[src/rtl/core/hrhp_pkg.sv]
// hrhp_pkg: types, codes and byte constants shared by the response head parser
// used by hrhp_ctrl, hrhp_datapath and http_response_head_parser
package hrhp_pkg;

   typedef enum logic [2:0] {
      PH_VERSION = 3'd0,
      PH_STATUS  = 3'd1,
      PH_REASON  = 3'd2,
      PH_HNAME   = 3'd3,
      PH_HVALUE  = 3'd4
   } phase_type;

   typedef enum logic [2:0] {
      ST_RUNNING   = 3'd0,
      ST_COMPLETE  = 3'd1,
      ST_MALFORMED = 3'd2,
      ST_CONN_ERR  = 3'd3,
      ST_OVERFLOW  = 3'd4
   } msg_status_type;

   localparam logic [7:0] CH_SPACE = 8'h20;
   localparam logic [7:0] CH_COLON = 8'h3a;
   localparam logic [7:0] CH_LF    = 8'h0a;
   localparam logic [7:0] CH_CR    = 8'h0d;
   localparam logic [7:0] CH_TAB   = 8'h09;
   localparam logic [7:0] CH_NUL   = 8'h00;

   typedef struct packed {
      logic step;
      logic flush_load;
      logic last_load;
   } ctrl_cmd_type;

   typedef struct packed {
      logic out_free;
      logic flush_needed;
      logic flush_last;
   } dp_status_type;

endpackage

[src/rtl/core/hrhp_ctrl.sv]
// hrhp_ctrl: sequencer for the response head parser (accept, flush held bytes, emit last)
// depends on hrhp_pkg for the command and status structs
module hrhp_ctrl (
   input  logic                   clock,
   input  logic                   reset,
   input  logic                   req_tvalid,
   output logic                   req_tready,
   input  hrhp_pkg::dp_status_type dp_status,
   output hrhp_pkg::ctrl_cmd_type  dp_cmd
);
   import hrhp_pkg::*;

   typedef enum logic [2:0] {
      S_IDLE  = 3'b001,
      S_FLUSH = 3'b010,
      S_LAST  = 3'b100
   } state_type;

   state_type state_ff, state_in;

   always_comb begin
      state_in          = state_ff;
      dp_cmd.step       = 1'b0;
      dp_cmd.flush_load = 1'b0;
      dp_cmd.last_load  = 1'b0;
      req_tready        = 1'b0;
      unique case (state_ff)
         S_IDLE: begin
            req_tready = dp_status.out_free;
            if (req_tvalid && dp_status.out_free) begin
               dp_cmd.step = 1'b1;
               if (dp_status.flush_needed) begin
                  state_in = S_FLUSH;
               end
            end
         end
         S_FLUSH: begin
            if (dp_status.out_free) begin
               dp_cmd.flush_load = 1'b1;
               if (dp_status.flush_last) begin
                  state_in = S_LAST;
               end
            end
         end
         S_LAST: begin
            if (dp_status.out_free) begin
               dp_cmd.last_load = 1'b1;
               state_in = S_IDLE;
            end
         end
         default: begin
            state_in = S_IDLE;
         end
      endcase
   end

   always_ff @(posedge clock) begin
      if (reset) begin
         state_ff <= S_IDLE;
      end else begin
         state_ff <= state_in;
      end
   end

endmodule

[src/rtl/core/hrhp_datapath.sv]
// hrhp_datapath: parse state, whitespace hold memory and result register
// depends on hrhp_pkg; driven by hrhp_ctrl commands
module hrhp_datapath #(
   parameter int HOLD_DEPTH = 16
) (
   input  logic                    clock,
   input  logic                    reset,
   input  logic [7:0]              in_byte,
   input  logic                    conn_error,
   input  hrhp_pkg::ctrl_cmd_type   dp_cmd,
   output hrhp_pkg::dp_status_type  dp_status,
   input  logic                    rsp_tready,
   output logic                    rsp_tvalid,
   output logic [7:0]              rsp_byte,
   output logic [2:0]              rsp_kind,
   output logic                    rsp_content,
   output logic                    rsp_end,
   output logic [2:0]              rsp_status,
   output logic                    rsp_last
);
   import hrhp_pkg::*;

   localparam int CMAX = (HOLD_DEPTH > 2) ? HOLD_DEPTH : 2;
   localparam int CW   = $clog2(CMAX + 1);
   localparam int AW   = (HOLD_DEPTH > 1) ? $clog2(HOLD_DEPTH) : 1;

   phase_type      phase_ff, phase_in;
   logic [7:0]     prev_ff, prev_in;
   logic           seen_ff, seen_in;
   logic [CW-1:0]  held_ff, held_in;

   logic [7:0]     hold_mem [HOLD_DEPTH];
   logic [7:0]     rd_data_ff;
   logic           rd_en;
   logic [AW-1:0]  rd_addr;
   logic           wr_en;

   logic [AW-1:0]  flush_idx_ff;
   logic [AW-1:0]  flush_end_ff;
   logic [7:0]     pend_byte_ff;

   logic           rsp_valid_ff, rsp_valid_in;
   logic [7:0]     rsp_byte_ff;
   logic [2:0]     rsp_kind_ff;
   logic           rsp_content_ff;
   logic           rsp_end_ff;
   logic [2:0]     rsp_status_ff;
   logic           rsp_last_ff;

   logic           is_white;
   logic           single;
   logic           flush_needed;
   logic           close_w;
   logic           content_w;
   msg_status_type status_w;

   assign is_white = (in_byte == CH_SPACE) || ((in_byte >= CH_TAB) && (in_byte <= CH_CR));

   always_comb begin
      status_w     = ST_RUNNING;
      close_w      = 1'b0;
      content_w    = 1'b0;
      wr_en        = 1'b0;
      flush_needed = 1'b0;
      phase_in     = phase_ff;
      prev_in      = in_byte;
      seen_in      = seen_ff;
      held_in      = held_ff;
      priority if (conn_error) begin
         status_w = ST_CONN_ERR;
      end else if (in_byte == CH_NUL) begin
         status_w = ST_MALFORMED;
      end else if ((in_byte == CH_SPACE) &&
                   ((phase_ff == PH_VERSION) || (phase_ff == PH_STATUS))) begin
         close_w = 1'b1;
      end else if ((in_byte == CH_COLON) && (phase_ff == PH_HNAME)) begin
         close_w = 1'b1;
      end else if ((in_byte == CH_LF) && (prev_ff == CH_CR)) begin
         if ((phase_ff == PH_REASON) || (phase_ff == PH_HVALUE)) begin
            close_w = 1'b1;
         end else if ((phase_ff == PH_HNAME) && !seen_ff && (held_ff == CW'(1))) begin
            status_w = ST_COMPLETE;
         end else begin
            status_w = ST_MALFORMED;
         end
      end else if (is_white) begin
         if (seen_ff) begin
            if (held_ff >= CW'(HOLD_DEPTH)) begin
               status_w = ST_OVERFLOW;
            end else begin
               wr_en   = 1'b1;
               held_in = held_ff + CW'(1);
            end
         end else if (held_ff < CW'(2)) begin
            held_in = held_ff + CW'(1);
         end
      end else begin
         content_w    = 1'b1;
         flush_needed = seen_ff && (held_ff != '0);
         held_in      = '0;
         seen_in      = 1'b1;
      end

      if (status_w != ST_RUNNING) begin
         phase_in = PH_VERSION;
         prev_in  = CH_NUL;
         seen_in  = 1'b0;
         held_in  = '0;
      end else if (close_w) begin
         unique case (phase_ff)
            PH_VERSION: phase_in = PH_STATUS;
            PH_STATUS:  phase_in = PH_REASON;
            PH_HNAME:   phase_in = PH_HVALUE;
            default:    phase_in = PH_HNAME;
         endcase
         seen_in = 1'b0;
         held_in = '0;
      end
   end

   assign single = (status_w != ST_RUNNING) || close_w || (content_w && !flush_needed);

   always_ff @(posedge clock) begin
      if (reset) begin
         phase_ff <= PH_VERSION;
         prev_ff  <= CH_NUL;
         seen_ff  <= 1'b0;
         held_ff  <= '0;
      end else if (dp_cmd.step) begin
         phase_ff <= phase_in;
         prev_ff  <= prev_in;
         seen_ff  <= seen_in;
         held_ff  <= held_in;
      end
   end

   // hold memory: one write port, one registered read port
   assign rd_en   = (dp_cmd.step && flush_needed) ||
                    (dp_cmd.flush_load && !dp_status.flush_last);
   assign rd_addr = dp_cmd.step ? '0 : flush_idx_ff + AW'(1);

   always_ff @(posedge clock) begin
      if (dp_cmd.step && wr_en) begin
         hold_mem[held_ff[AW-1:0]] <= in_byte;
      end
   end

   always_ff @(posedge clock) begin
      if (rd_en) begin
         rd_data_ff <= hold_mem[rd_addr];
      end
   end

   always_ff @(posedge clock) begin
      if (dp_cmd.step && flush_needed) begin
         flush_idx_ff <= '0;
         flush_end_ff <= AW'(held_ff - CW'(1));
         pend_byte_ff <= in_byte;
      end else if (dp_cmd.flush_load) begin
         flush_idx_ff <= flush_idx_ff + AW'(1);
      end
   end

   // result register
   assign dp_status.out_free     = !rsp_valid_ff || rsp_tready;
   assign dp_status.flush_needed = flush_needed;
   assign dp_status.flush_last   = (flush_idx_ff == flush_end_ff);

   assign rsp_valid_in = (dp_cmd.step && single) || dp_cmd.flush_load || dp_cmd.last_load ||
                         (rsp_valid_ff && !rsp_tready);

   always_ff @(posedge clock) begin
      if (reset) begin
         rsp_valid_ff <= 1'b0;
      end else begin
         rsp_valid_ff <= rsp_valid_in;
      end
   end

   always_ff @(posedge clock) begin
      if (dp_cmd.step && single) begin
         rsp_byte_ff    <= content_w ? in_byte : CH_NUL;
         rsp_kind_ff    <= phase_ff;
         rsp_content_ff <= content_w;
         rsp_end_ff     <= close_w && (status_w == ST_RUNNING);
         rsp_status_ff  <= status_w;
         rsp_last_ff    <= 1'b1;
      end else if (dp_cmd.flush_load) begin
         rsp_byte_ff    <= rd_data_ff;
         rsp_kind_ff    <= phase_ff;
         rsp_content_ff <= 1'b1;
         rsp_end_ff     <= 1'b0;
         rsp_status_ff  <= ST_RUNNING;
         rsp_last_ff    <= 1'b0;
      end else if (dp_cmd.last_load) begin
         rsp_byte_ff    <= pend_byte_ff;
         rsp_kind_ff    <= phase_ff;
         rsp_content_ff <= 1'b1;
         rsp_end_ff     <= 1'b0;
         rsp_status_ff  <= ST_RUNNING;
         rsp_last_ff    <= 1'b1;
      end
   end

   assign rsp_tvalid  = rsp_valid_ff;
   assign rsp_byte    = rsp_byte_ff;
   assign rsp_kind    = rsp_kind_ff;
   assign rsp_content = rsp_content_ff;
   assign rsp_end     = rsp_end_ff;
   assign rsp_status  = rsp_status_ff;
   assign rsp_last    = rsp_last_ff;

endmodule

[src/rtl/core/http_response_head_parser.sv]
// http_response_head_parser: tags version, status, reason and header bytes of a response head
// output: a byte that gives a single word has its result registered as the byte is accepted
// throughput: one byte per cycle when it gives at most one word and the output is not stalled;
//   a byte that flushes n held whitespace bytes gives n + 1 words, one word per cycle unless stalled
// reset: synchronous; clears parse phase, hold count, sequencer state and output valid, hold memory not cleared
// depends on hrhp_pkg, hrhp_ctrl, hrhp_datapath
module http_response_head_parser #(
   parameter int HOLD_DEPTH = 16
) (
   input  logic       clock,
   input  logic       reset,
   input  logic       req_tvalid,
   output logic       req_tready,
   input  logic [7:0] req_tdata,   // in_byte[7:0]
   input  logic [0:0] req_tuser,   // conn_error[0]
   output logic       rsp_tvalid,
   input  logic       rsp_tready,
   output logic [7:0] rsp_tdata,   // out_byte[7:0]
   output logic [7:0] rsp_tuser,   // field_kind[2:0], is_content[3], field_end[4],
                                   // message_status[7:5]
   output logic       rsp_tlast
);
   import hrhp_pkg::*;

   ctrl_cmd_type  dp_cmd;
   dp_status_type dp_status;
   logic [2:0]    rsp_kind;
   logic          rsp_content;
   logic          rsp_end;
   logic [2:0]    rsp_status;

   hrhp_ctrl u_ctrl (
      .clock      (clock),
      .reset      (reset),
      .req_tvalid (req_tvalid),
      .req_tready (req_tready),
      .dp_status  (dp_status),
      .dp_cmd     (dp_cmd)
   );

   hrhp_datapath #(
      .HOLD_DEPTH (HOLD_DEPTH)
   ) u_datapath (
      .clock       (clock),
      .reset       (reset),
      .in_byte     (req_tdata),
      .conn_error  (req_tuser[0]),
      .dp_cmd      (dp_cmd),
      .dp_status   (dp_status),
      .rsp_tready  (rsp_tready),
      .rsp_tvalid  (rsp_tvalid),
      .rsp_byte    (rsp_tdata),
      .rsp_kind    (rsp_kind),
      .rsp_content (rsp_content),
      .rsp_end     (rsp_end),
      .rsp_status  (rsp_status),
      .rsp_last    (rsp_tlast)
   );

   assign rsp_tuser = {rsp_status, rsp_end, rsp_content, rsp_kind};

endmodule
[config.mk]
export PLATFORM = sky130hd
export DESIGN_NAME = http_response_head_parser
export DESIGN_NICKNAME = d
export VERILOG_FILES = /design/src/rtl/core/hrhp_pkg.sv /design/src/rtl/core/hrhp_ctrl.sv /design/src/rtl/core/hrhp_datapath.sv /design/src/rtl/core/http_response_head_parser.sv
export SDC_FILE = /design/constraint.sdc
export NUM_CORES = 1
export LEC_CHECK = 0
export ABC_CLOCK_PERIOD_IN_PS = 4400
export BUFFER_PORTS_ARGS = -buffer_cell sky130_fd_sc_hd__buf_2
export CORE_ASPECT_RATIO = 0.9
export CORE_MARGIN = 2
export CORE_UTILIZATION = 55
export CTS_CLUSTER_SIZE = 16
export DETAILED_ROUTE_END_ITERATION = 10
export GPL_TIMING_DRIVEN = 0
export MAX_ROUTING_LAYER = met4
export PLACE_DENSITY = 0.72
export SYNTH_ARGS = -nofsm -noshare
export SYNTH_HDL_FRONTEND = slang
export SYNTH_SLANG_ARGS = --single-unit
[constraint.sdc]
create_clock -name clock -period 4.4 [get_ports clock]
set_input_delay 0.88 -clock clock [delete_from_list [all_inputs] [get_ports clock]]
set_output_delay 0.88 -clock clock [all_outputs]
set_load 0.005 [all_outputs]
---- Word-level counts from Yosys, hierarchy flattened ----
Memories as Yosys holds them, arrays and structs flattened. A register that Yosys moved wholly into a read port is not among the register bits.
Cells that the tools add are included.
word-level totals
  memories ................................ 1
  memory bits (writable) .................. 128
  output and inout bits ................... 19
  register bits after elaboration ......... 54
  logic and storage cells ................. 182
cells by class
  equality and inequality tests ........... 26
  reductions and logical operators ........ 42
  magnitude comparators ................... 4
  muxes and demuxes ....................... 91
  add/subtract/negate cells ............... 3
memory list
  memory               words  bits a word  rd ports  clocked after Yosys merged registers in  wr ports  line                 RTL
  u_datapath.hold_mem  16     8            1         1                                        1         hrhp_datapath.sv:32  logic [7:0] hold_mem [HOLD_DEPTH];
operators by type and width
  cell                 number
  $mux 3               22
  $mux 5               11
  $mux 1               49
  $mux 8               5
  $pmux 3 s3           2
  $eq 8x4->1 const B   2
  $eq 8x6->1 const B   2
  $logic_and 1x1->1    15
  $ne 3x2->1 const B   4
  $logic_or 1x1->1     10
  $ne 2x1->1 const B   5
  $eq 3x2->1 const B   3
  $ge 8x4->1 const B   1
  $le 8x4->1 const B   1
  $logic_not 8->1      1
  $reduce_and 8->1     1
  $reduce_and 7->1     1
  $eq 3x1->1 const B   2
  $eq 3x3->1 const B   2
  $logic_not 3->1      2
  $reduce_bool 3->1    2
  $add 5x1->5 const B  1
  $eq 5x1->1 const B   1
  $ge 5x5->1 const B   1
  other kinds (15)     20

---- Logic depth before layout (Yosys ltp) ----
Gate-level depths: netlist of run 1.
  depth in word-level cells ............... 17
  mapped depth ............................ 8
  depth with buffers taken out ............ 6

---- Cells and area by module ----
From an unflattened synthesis of run 1, not the netlist that was laid out.
second synthesis, totals
  cell total of the unflattened synthesis .. 524
  area total of the unflattened synthesis .. 7998.9 sq um
by module, submodules not included
  module                     sequential area each (sq um)  cells an instance  area each (sq um)  instances
  hrhp_datapath              5385.2                        503                7805.0             1
  hrhp_ctrl                  60.1                          19                 178.9              1
  http_response_head_parser  0.0                           2                  15.0               1

---- Least setup slack after synthesis of run 1 ----
OpenSTA, ideal clock, no wires.
  path type ............................... input-to-reg
  from .................................... in req_tdata[0]
  to ...................................... reg u_datapath.rd_data_ff[0], read port of u_datapath.hold_mem (enable)
  cell stages on the path ................. 7
  setup slack ............................. 1.146 ns
  arrival time ............................ 2.978 ns
  cell sequence ........................... or4_4 > or4_4 > a21oi_4 > nor2_1 > and3_1 > clkbuf_1 > a21o_1
on the way
  word-level cells in the longest chain between the ends .. 11
  elaborated cells on any way between the ends .. 19
  those cells by class .................... 2 x order compare; 3 x eq/ne; 6 x mux; 8 x reduce/logical
RTL lines
  item                                             line                             RTL
  from (decl)                                      http_response_head_parser.sv:14  input logic [7:0] req_tdata,
  $ge 8x4->1 / $le 8x4->1 (equally long branches)  hrhp_datapath.sv:57              assign is_white = (in_byte == CH_SPACE) || ((in_byte >= CH_TAB) && (in_byte <= CH_CR));
  $logic_and 1x1->1                                hrhp_datapath.sv:57
  $logic_or 1x1->1                                 hrhp_datapath.sv:57
  $mux 1                                           hrhp_datapath.sv:86              end else if (is_white) begin
  $mux 1                                           hrhp_datapath.sv:78              end else if ((in_byte == CH_LF) && (prev_ff == CH_CR)) begin
  $mux 1                                           hrhp_datapath.sv:76              end else if ((in_byte == CH_COLON) && (phase_ff == PH_HNAME)) begin
  $mux 1                                           hrhp_datapath.sv:73              end else if ((in_byte == CH_SPACE) &&
  $mux 1 (*)                                       hrhp_datapath.sv:71              end else if (in_byte == CH_NUL) begin
  $mux 1 (*)                                       hrhp_datapath.sv:69              priority if (conn_error) begin
  $logic_and 1x1->1 (*)                            hrhp_datapath.sv:138             assign rd_en = (dp_cmd.step && flush_needed) ||
  $logic_or 1x1->1 (*)                             hrhp_datapath.sv:138
  via u_datapath.rd_en                             hrhp_datapath.sv:34              logic rd_en;
  to (decl)                                        hrhp_datapath.sv:33              logic [7:0] rd_data_ff;
The timed path passes the listed nets; every way through them passes the cells marked *.
A chain may end at the register's enable or synchronous reset.

---- Final worst setup path of run 1 ----
  from .................................... in req_tvalid
  to ...................................... mem u_datapath.hold_mem[0][7] (enable)
on the way
  word-level cells in the longest chain between the ends .. 6
RTL lines
  item                          line                             RTL
  from (decl)                   http_response_head_parser.sv:12  input logic req_tvalid,
  $logic_and 1x1->1             hrhp_ctrl.sv:30                  if (req_tvalid && dp_status.out_free) begin
  $mux 1                        hrhp_ctrl.sv:30
  $mux 1                        hrhp_ctrl.sv:27                  unique case (state_ff)
  $logic_and 1x1->1             hrhp_datapath.sv:143             if (dp_cmd.step && wr_en) begin
  $mux 1                        hrhp_datapath.sv:143
  $mux 1 (implied by the code)  hrhp_datapath.sv:144             hold_mem[held_ff[AW-1:0]] <= in_byte;
  to (decl)                     hrhp_datapath.sv:32
Every way passes these cells.

==> results of run 1 <==
cell families after synthesis:
logic type	after synthesis	synth area share (%)
and+or+nand+nor	195	12.08
buffers and inverters	39	1.940
muxes	39	6.953
xor gates and xnor gates	14	1.521
DFF	190	67.55
adders and majority gates	6	0.9312
AOI/OAI and AO/OA	106	9.033
synthesized netlist by cell type, drive strengths merged (10+ instances only):
library cell,instances,area (sq um)
nand3,10,50.05
nor3,26,130.1
clkbuf,27,101.4
a21oi,34,181.4
nor2b,10,62.56
mux2i,20,200.2
mux4,13,292.8
o31ai,11,82.58
edfxtp,164,4925
dfxtp,26,520.5
nor2,55,206.5
o21ai,11,55.05
nand2,51,191.4
xnor2,10,87.58
critical path: cells and delay by family:
family | cells | cell delay (ps)
AND/OR/NAND/NOR | 6 | 3150
buffers and inverters | 1 | 80
timing repair:
action	in CTS	in global routing
hold buffers	0	0
buffers inserted	0	0
endpoints found under the setup margin	0	12
resized for setup	0	2
per-layer routing:
metal,vias to the layer above,share of wire [%],GRT usage [%]
met5,-,0,-
met4,0,2.3,9.239
met3,42,11,7.918
met2,330,46,38.09
met1,2646,41,36.77
li1,2364,-,-
final cells by class:
cell class,instances,area [sq um]
fillers,1035,5022
flip-flops and latches,190,5445
clock inverters,13,209.0
multi-input cells,360,2475
plain buffers,31,126.4
clock buffers,19,442.9
well taps,193,241.5
inverters,8,30.03
repair buffers,32,166.4
per-stage QoR:
step           TNS [ps]  util, %
2_1_floorplan         0        -
3_3_place_gp     -947.0    59.74
3_5_place_dp      -2626    59.85
4_1_cts               0    64.46
5_1_grt               0    64.53
6_report              0    64.53
sequential cells by signal, summed over array words and instances, names as in the netlist:
name / flops
u_datapath.rd_data_ff: 8
u_datapath.rsp_status: 3
u_datapath.rsp_content: 1
u_datapath.rsp_last: 1
u_ctrl.state_ff: 3
u_datapath.rsp_end: 1
u_datapath.hold_mem: 128
u_datapath.seen_ff: 1
u_datapath.held_ff: 5
u_datapath.prev_ff: 8
u_datapath.rsp_tvalid: 1
u_datapath.rsp_kind: 3
u_datapath.phase_ff: 3
u_datapath.flush_end_ff: 4
u_datapath.flush_idx_ff: 4
u_datapath.rsp_byte: 8
u_datapath.pend_byte_ff: 8
power by group:
| group | internal, mW | switching, mW |
|---|---|---|
| Clock | 1.03 | 0.662 |
| Combinational | 0.0536 | 0.123 |
| Sequential | 1.97 | 0.00562 |
worst min-delay path by stage:
stage | start | endpoint | slack, ps | depth (start not counted)
after CTS | u_datapath.prev_ff[4] | u_datapath.prev_ff[4] | 470 | 2
final | u_datapath.prev_ff[4] | u_datapath.prev_ff[4] | 470 | 2
after global routing | u_datapath.prev_ff[2] | u_datapath.prev_ff[2] | 500 | 1
after global placement | u_datapath.prev_ff[4] | u_datapath.prev_ff[4] | 460 | 2
after detailed placement | u_datapath.prev_ff[4] | u_datapath.prev_ff[4] | 460 | 2
after floorplan | u_datapath.prev_ff[4] | u_datapath.prev_ff[4] | 430 | 2
==> summary.md, run 1 <==
| Metric | Value |
|---|---|
| Yosys cell types | slightly below 60 |
| Remaining antenna violation count | 0 |
| Post-Syn Area per Cell | roughly 14 sq um |
| Final Hold Vio Count | 0 |
| Area growth, synth to finish | 13.33% |
| #FFs+latches synth | 190 |
| Max_cap viols | 0 |
| Min Hold Slack | between 400 and 500 ps |
| DRC viols | 0 |
| Leak pwr | about 3 nW |
| Fin area | 9136 sq um |
| Antenna violations before repair | 0 |
| # diodes | 0 |
| Layout cell share with drive strength beyond 1 | ~16% |
| Destination of the critical timing path | u_datapath.hold_mem[0][7] |
| Slew @ Worst Pin | between 1000 and 1500 ps |
| Final setup viols | 0 |
| Highest clock rate | approximately 250 MHz |
| Core Footprint | ~14000 sq um |
| GPL Wtd Cong | around 1.0 |
| Power per cell area | roughly 420 nW/um^2 |
| Worst-path clk slew | roughly 60 ps |
| Register-to-Register Path Depth | 6 |
| Worst Path Arrival | slightly above 4000 ps |
| Netlist Area Pre-Place | roughly 8100 sq um |
| Most frequent CP cell | nor3_1 |
| Clock latency at the later pin of the worst-skew pair | around 440 ps |
| Max_slew headroom | between 20% and 30% |
| Total number of vias | about 5.4k |
| Critical path type | in2reg |
| DRT Pass-1 Iters | 6 |
| Post-route insts no fill | around 850 |
| Outcome | completed |
| Slew Viols, Final | 0 |
| Crit. End Element | flip-flop |
| Clock skew | approximately 12 ps |
| Initial core utilization | 56.94% |
| Type of the worst min-delay path | reg2reg |
| Syn. warnings | 0 |
| WL final | ~19000 um |
| Worst slack, placed | -161.6 ps |
| Syn nets | a little over 600 |
| First-pass GRT wire length | ~30000 um |
| Critical-path maximum fanout | 8 |
| Synthesized instance count | ~600 |
| Most frequent cells in the layout | 164 x edfxtp_1, 55 x nor2_1, 51 x nand2_1 |
| CP required | 4450 ps |
| CTS root buffer | clkbuf_16 |
| Detailed-route wire length per cell | ~23 um |
| Vias per cell | 6.362 |
| Clk buf depth | 2 |
| Commonest non-fill, non-tap cell in the layout | edfxtp_1 |
| Sequential element share of the synthesized area | between 60% and 70% |
| PortBufs | 31 |
| Vias in the first global route | 5162 |
| Minimum clock period after layout | 4059 ps |
| Startpoint Class | primary input |
| DP HPWL | 12690 um |
| Initial drt markers | around 730 |
| Slowest stage cell, crit path | nor3_1 |
| Delay of the slowest critical-path stage | between 900 and 1000 ps |
| H-Tree Depth | 4 |
| CP cell instances | buf_2 > nand3b_1 > nor3_1 > nand4b_1 > nor4b_1 > nand2_1 > nor3_1 |
| Asr flop ratio synth | 0% |
| CP Launch Point | req_tvalid |
| Final nets | roughly 660 |
| Fin crit share | roughly 92% |
| Die X | ~130 um |
| Cell Rows | a little over 40 |
| Reg2Reg Setup Slack | 380 ps |
| Die Area | approximately 16000 sq um |
| Placed inst area | 8474 sq um |
| Chip Height | 118.9 um |
| Top_reg_cell synth | edfxtp_1 |
| Total CTS buffers | 17 |
| Power after layout | ~3.8 mW |
| Largest net degree at the start of global routing | 26 |
| Peak VDD IR | between 0.2 and 0.3 mV |
| Worst setup margin | around 340 ps |
| Overflow after GRT | 0 |
| Post-synth EDFFs | roughly 160 |
| TritonCTS clock tree | yes |
| Num Clock Sinks | 190 |
| IO Count | 32 |
| Critical R2R Launch | u_ctrl.state_ff[2] |
| Unrepaired setup endpoints after global routing | no |
| Total track usage | 26.63% |
| R2r endpoint | u_datapath.hold_mem[0][7] |
| Placed cells | 814 |
No activity file was read; power rests on OpenSTA's default activity.
==> run 2: changes to the inputs <==
- ABC_AREA: unset -> 1
- CORE_UTILIZATION: 55 -> 23
- GPL_TIMING_DRIVEN: 0 -> unset
- PLACE_DENSITY: 0.72 -> unset
==> run 2 against run 1 <==
Compared with the run above:
- clock skew increased by 4.3 ps
- non-clock buffer count decreased by 14
- worst hold slack improved by 36 ps
- sequential power about the same
- synthesized cell count increased by 31%
- sequential share of layout area decreased by 3.3 points
==> summary.md, run 2 <==
| Metric | Value |
|---|---|
| Outcome | completed |
| Final Hold Vio Count | 0 |
| Post-synth top area cell | edfxtp_1 |
| Synthesized instance count | 773 |
| Vias in the first global route | roughly 5.7k |
| Setup TNS | 0 ps |
| Clock latency at the later pin of the worst-skew pair | around 450 ps |
| #FFs+latches synth | between 150 and 200 |
| Slowest stage cell, crit path | nor2_1 |
| Layout cell share with drive strength beyond 1 | 16.65% |
| Met1 Resource Use GR | between 10 and 15% |
| Startpoint Class | primary input |
| Post-Syn Area per Cell | 10.79 sq um |
| Gr busiest metal | met2 |
| Clock skew | around 16 ps |
| Post-CTS Setup Inserts | 0 |
| Internal power | 2.841 mW |
| Slew Viols, Final | 0 |
| R2r endpoint | u_datapath.rsp_end |
| Worst Path Arrival | around 3400 ps |
| # diodes | 0 |
| CP cell instances | buf_2 > nor2_2 > nand3_1 > o21ai_4 > nand3_1 > nor3_1 > nand2_1 > nor2_1 |
| DRT Pass-1 Iters | 5 |
| Num Clock Sinks | 190 |
| Detailed-route wire length per cell | 16.01 um |
| Antenna violations before repair | 0 |
| Total track usage | 11.66% |
| Post_cts resized | 0 |
| Critical-path maximum fanout | 23 |
| Highest clock rate | about 300 MHz |
| Top_reg_cell synth | edfxtp_1 |
| First-pass GRT wire length | ~32000 um |
| Net switching power | 0.9954 mW |
| Synth top area share | 59.05% |
| Total CTS buffers | 17 |
| Peak VDD IR | around 0.27 mV |
| DRC viols | 0 |
| Most frequent cells in the layout | 194 x nand2_1, 164 x edfxtp_1, 70 x nand3_1 |
| Die Area | roughly 38000 sq um |
| Met3 GRT Util | 1.697% |
| Grt met2 use | between 20 and 25% |
| Unrepaired setup endpoints after global routing | no |
| Destination of the critical timing path | u_datapath.hold_mem[3][2] |
| Remaining antenna violation count | 0 |
| WL final | ~21000 um |
| Slew @ Worst Pin | ~830 ps |
| Core Footprint | around 36000 sq um |
| Yosys cell types | 35 |
| Cell Rows | 66 |
| Min Hold Slack | a little over 500 ps |
| Clk pwr share | around two fifths |
| Final setup viols | 0 |
| Flop pwr share | 52.3% |
| PortBufs | 31 |
| Sw frac | between 20% and 30% |
| Combinational fraction of design power | a little over 8% |
| Reg2Reg Setup Slack | 1400 ps |
| Worst-path clk slew | about 70 ps |
| Power after layout | 3.837 mW |
| GPL Wtd Cong | 0.8694 |
| CTS Hold Bufs | 0 |
| Crit. End Element | flip-flop |
| Fin crit share | 74.61% |
| Sequential element share of the synthesized area | 65.29% |
| Synth top area cells | edfxtp_1 59%, nand2_1 8.8%, dfxtp_1 6.2% |
| Crit. path cell count | 8 |
| Netlist Area Pre-Place | 8340 sq um |
| Chip Height | roughly 180 um |
| Final nets | between 800 and 900 |
| Asr flop ratio synth | 0% |
| Register-to-Register Path Depth | 15 |
| Initial drt markers | ~430 |
| Initial core utilization | 23.22% |
| Most frequent cells after synthesis | 195 x nand2_1, 164 x edfxtp_1, 70 x nand3_1 |
| CP Launch Point | req_tdata[4] |
| Total number of vias | ~5.7k |
| Post-synth EDFFs | 164 |
| Type of the worst min-delay path | reg2reg |
| Die X | between 200 and 250 um |
| Syn. warnings | 0 |
| Most frequent CP cell | nand3_1 |
| Largest net degree at the start of global routing | 65 |
| Max_cap viols | 0 |
| CP top delay family | simple AND/OR/NAND/NOR gates |
| Max_slew headroom | roughly 44% |
| CTS root buffer | clkbuf_16 |
| IO Count | 32 |
| TritonCTS clock tree | yes |
| Commonest non-fill, non-tap cell in the layout | nand2_1 |
| DP HPWL | 14360 um |
| Critical path type | in2reg |
| Minimum clock period after layout | approximately 3300 ps |
| Clk buf depth | 2 |
| Syn nets | between 700 and 800 |
| Overflow after GRT | 0 |
| Critical R2R Launch | u_datapath.held_ff[1] |
| Power per cell area | between 300 and 400 nW/um^2 |
| Delay of the slowest critical-path stage | 690 ps |
| CP required | around 4500 ps |
| FILL cells | roughly 3.7k |
| Vias per cell | 4.405 |
| Number of flip-flops in the largest register | 128 |
| Area growth, synth to finish | 15.92% |
| Buf/Inv on CP | 1 |
| Most common cell in the netlist | nand2_1 |
| Leak pwr | about 3.4 nW |
| H-Tree Depth | 4 |
[run 2: worst min path at each step]
stage,depth (start not counted),slack [ps],from,endpoint
after floorplan,2,470,u_datapath.rsp_last,u_datapath.rsp_last
after global placement,2,480,u_datapath.rsp_last,u_datapath.rsp_last
after detailed placement,2,490,u_datapath.rsp_last,u_datapath.rsp_last
after CTS,2,510,u_datapath.rsp_last,u_datapath.rsp_last
after global routing,2,540,u_datapath.rsp_last,u_datapath.rsp_last
final,2,500,u_datapath.rsp_last,u_datapath.rsp_last
[run 2: stage by stage]
step,area [sq um],setup WS [ps],util (%),instances
2_1_floorplan,8341,1612,-,773
3_3_place_gp,9074,747.7,25.26,1267
3_5_place_dp,9074,691.9,25.26,1267
4_1_cts,9668,1153,26.91,1299
5_1_grt,9668,922.1,26.91,1299
6_report,9668,1117,26.91,1299
[run 2: layout make-up]
class / instances / area, sq um / share of cell area [%]
Clock buffer: 17 / 425.4 / 4.400
Clock inverter: 15 / 168.9 / 1.747
Inverter: 52 / 197.7 / 2.045
Multi-Input combinational cell: 500 / 2545 / 26.32
Sequential cell: 190 / 5445 / 56.32
Tap cell: 476 / 595.6 / 6.160
Timing Repair Buffer: 49 / 290.3 / 3.002
[run 2: power by group through the flow]
stage	registers [mW]	clock network, mW	logic (mW)
finish	2.01	1.51	0.317
global route	2.01	1.60	0.352
CTS	2.01	1.53	0.321
detailed placement	2.05	0	0.319
global placement	2.05	0	0.317
floorplan	2.05	0	0.189
[run 2: logic make-up after synthesis]
family	Yosys count	synth area share, %
AOI/OAI and AO/OA	100	7.741
xor gates and xnor gates	9	0.9451
adders and majority gates	6	0.9001
buffers and inverters	83	4.230
DFF	190	65.29
and+or+nand+nor	385	20.90
[run 2: worst register-to-register path, delay by kind of cell, from the launching register on]
| family | cells | cell delay [ps] |
|---|---|---|
| adders and majority gates | 1 | 280 |
| DFF | 1 | 360 |
| buffers and inverters | 2 | 320 |
| and+or+nand+nor | 12 | 1660 |
[run 2: per-layer routing]
metal  part of all wire, %  up-vias
li1                      -     2776
met1                    44     2793
met2                    52      135
met5                     0        -
met3                   3.2       18
met4                   1.2        0
==> run 3: changes to the inputs <==
- ABC_CLOCK_PERIOD_IN_PS: 4400 -> 3300
- clock period: 4.4 -> 3.3 ns (I/O delays scaled with it)
==> run 3 against run 2 <==
Compared with the run above:
- clock power up 32%
- non-clock buffer count grew 21
- combinational power grew 36%
- clock skew shrank 6.4 ps
- setup slack got worse by 350 ps
- worst hold slack better by 7.0 ps
- register-to-register slack got worse by 630 ps
- wire length increased by 0.19%
- total power increased by 33%
- critical path depth up 5
- clock-buffer cell count rose by 2
- critical path type unchanged
==> summary.md, run 3 (synthesis gave the netlist of run 2 again) <==
| Metric | Value |
|---|---|
| Number of flip-flops in the largest register | 128 |
| GPL Wtd Cong | about 0.90 |
| Placed inst area | 9256 sq um |
| First-pass GRT wire length | 32750 um |
| Critical R2R Launch | u_datapath.held_ff[1] |
| Highest clock rate | 395.0 MHz |
| PortBufs | 31 |
| Startpoint Class | primary input |
| R2r endpoint | u_datapath.rsp_kind[2] |
| Total CTS buffers | 17 |
| CP cell instances | buf_2 > inv_1 > nor2_1 > nand2_1 > nor2_2 > inv_1 > o21ai_4 > nand3_1 > nor3_1 > buf_4 > nand2_1 > nor2_1 > buf_4 |
| DRT Pass-1 Iters | 5 |
| Antenna violations before repair | 2 |
| CTS Hold Bufs | 0 |
| Total number of vias | about 5.8k |
| Worst-path clk slew | 70 ps |
| CP required | roughly 3500 ps |
| Hold depth | 2 |
| DP HPWL | around 15000 um |
| Peak VDD IR | roughly 0.37 mV |
| WL final | around 21000 um |
| Post_cts resized | 0 |
| Largest net degree at the start of global routing | 34 |
| Initial core utilization | between 20% and 30% |
| Setup TNS | 0 ps |
| Sw frac | between 20% and 30% |
| Layout cell share with drive strength beyond 1 | between 10% and 20% |
| Slew Viols, Final | 0 |
| Worst Path Arrival | ~2700 ps |
| Critical-path maximum fanout | 8 |
| Commonest non-fill, non-tap cell in the layout | nand2_1 |
| Cell Rows | 66 |
| Post-CTS Setup Inserts | 0 |
| Chip Height | 184.7 um |
| Area growth, synth to finish | 17.75% |
| Power per cell area | 518.4 nW/um^2 |
| Clock latency at the later pin of the worst-skew pair | 440 ps |
| H-Tree Depth | 4 |
| Final Hold Vio Count | 0 |
| IO Count | 32 |
| Remaining antenna violation count | 0 |
| Crit. End Element | flip-flop |
| Vias per cell | approximately 4.4 |
| Combinational fraction of design power | between 8 and 9% |
| Max_cap viols | 0 |
| Slowest stage cell, crit path | nor3_1 |
| Fin crit share | around three quarters |
| Internal power | roughly 3.8 mW |
| Flop pwr share | between 50% and 60% |
| Clk buf depth | 2 |
| Max_slew headroom | between 40% and 50% |
| Slew @ Worst Pin | approximately 770 ps |
| Outcome | completed |
| Vias in the first global route | 5753 |
| Reg2Reg Setup Slack | around 770 ps |
| TritonCTS clock tree | yes |
| Initial drt markers | about 530 |
| Net switching power | roughly 1.2 mW |
| WHS Endpoint | u_datapath.rsp_last |
| Most frequent cells in the layout | 194 x nand2_1, 164 x edfxtp_1, 70 x nand3_1 |
| Register-to-Register Path Depth | 16 |
| Critical hold path startpoint | u_datapath.rsp_last |
| Final nets | 850 |
| # diodes | 0 |
| Num Clock Sinks | between 150 and 200 |
| Overflow after GRT | 0 |
| Total track usage | 11.80% |
| Clk pwr share | 39.0% |
| CTS root buffer | clkbuf_16 |
| Minimum clock period after layout | 2532 ps |
| Leak pwr | roughly 3.5 nW |
| Delay of the slowest critical-path stage | about 320 ps |
| Critical path type | in2reg |
| Detailed-route wire length per cell | ~16 um |
| Die Area | 37800 sq um |
| Final setup viols | 0 |
| Clock skew | 9.612 ps |
| Core Footprint | between 30000 and 40000 sq um |
| Type of the worst min-delay path | reg2reg |
| Fin area | approximately 9800 sq um |
| Die X | around 200 um |
| DRC viols | 0 |
| Unrepaired setup endpoints after global routing | no |
==> run 3: metrics by stage <==
| stage | instances | power [mW] | worst slack, ps | hold WS (ps) | utilization, % |
|---|---|---|---|---|---|
| floorplan | 773 | 2.980 | 732.2 | 470.6 | - |
| global placement | 1288 | 3.160 | 382.9 | 503.0 | 25.77 |
| detailed placement | 1288 | 3.162 | 401.4 | 502.6 | 25.77 |
| CTS | 1319 | 5.121 | 744.3 | 519.4 | 27.34 |
| global route | 1319 | 5.269 | 521.8 | 538.6 | 27.34 |
| finish | 1319 | 5.091 | 768.2 | 511.0 | 27.34 |
==> run 3: worst max-delay path: cells and delay by family <==
kind / cells / cell delay [ps]
simple gates: 7 / 1120
buf+inv: 5 / 790
compound gates: 1 / 100
==> run 3: layer usage <==
| layer | GRT usage [%] | up-vias | routed length, um |
|---|---|---|---|
| met5 | - | - | 0 |
| met3 | 1.927 | 27 | 907 |
| met4 | 4.435 | 0 | 453 |
| met2 | 19.04 | 135 | 10100 |
| li1 | - | 2813 | - |
| met1 | 14.88 | 2820 | 9370 |
==> run 3: final cells by class <==
class                   instances  area [sq um]
inverters                      52         197.7
repair buffers                 70         473.0
clock buffers                  19         432.9
well taps                     476         595.6
clock inverters                12         131.4
multi-input cells             500          2545
flip-flops and latches        190          5445
fillers                      3710         26100
==> run 3: power by group through the flow <==
stage | registers, mW | clock network, mW | logic [mW]
after floorplan | 2.73 | 0 | 0.251
after global placement | 2.73 | 0 | 0.431
after detailed placement | 2.73 | 0 | 0.434
after CTS | 2.68 | 2.01 | 0.436
after global routing | 2.68 | 2.11 | 0.482
final | 2.68 | 1.99 | 0.430
==> run 3: worst max path at each step <==
stage	startpoint	end	slack [ps]	depth (start not counted)
2_1_floorplan	req_tdata[0]	u_datapath.rsp_byte[0]	730	12
3_3_place_gp	req_tdata[5]	u_datapath.hold_mem[4][6]	380	13
3_5_place_dp	req_tdata[7]	u_datapath.hold_mem[5][3]	400	10
4_1_cts	u_datapath.held_ff[1]	u_datapath.rsp_kind[2]	740	15
5_1_grt	u_datapath.held_ff[1]	u_datapath.rsp_status[2]	520	16
6_report	req_tdata[5]	u_datapath.hold_mem[5][5]	770	13
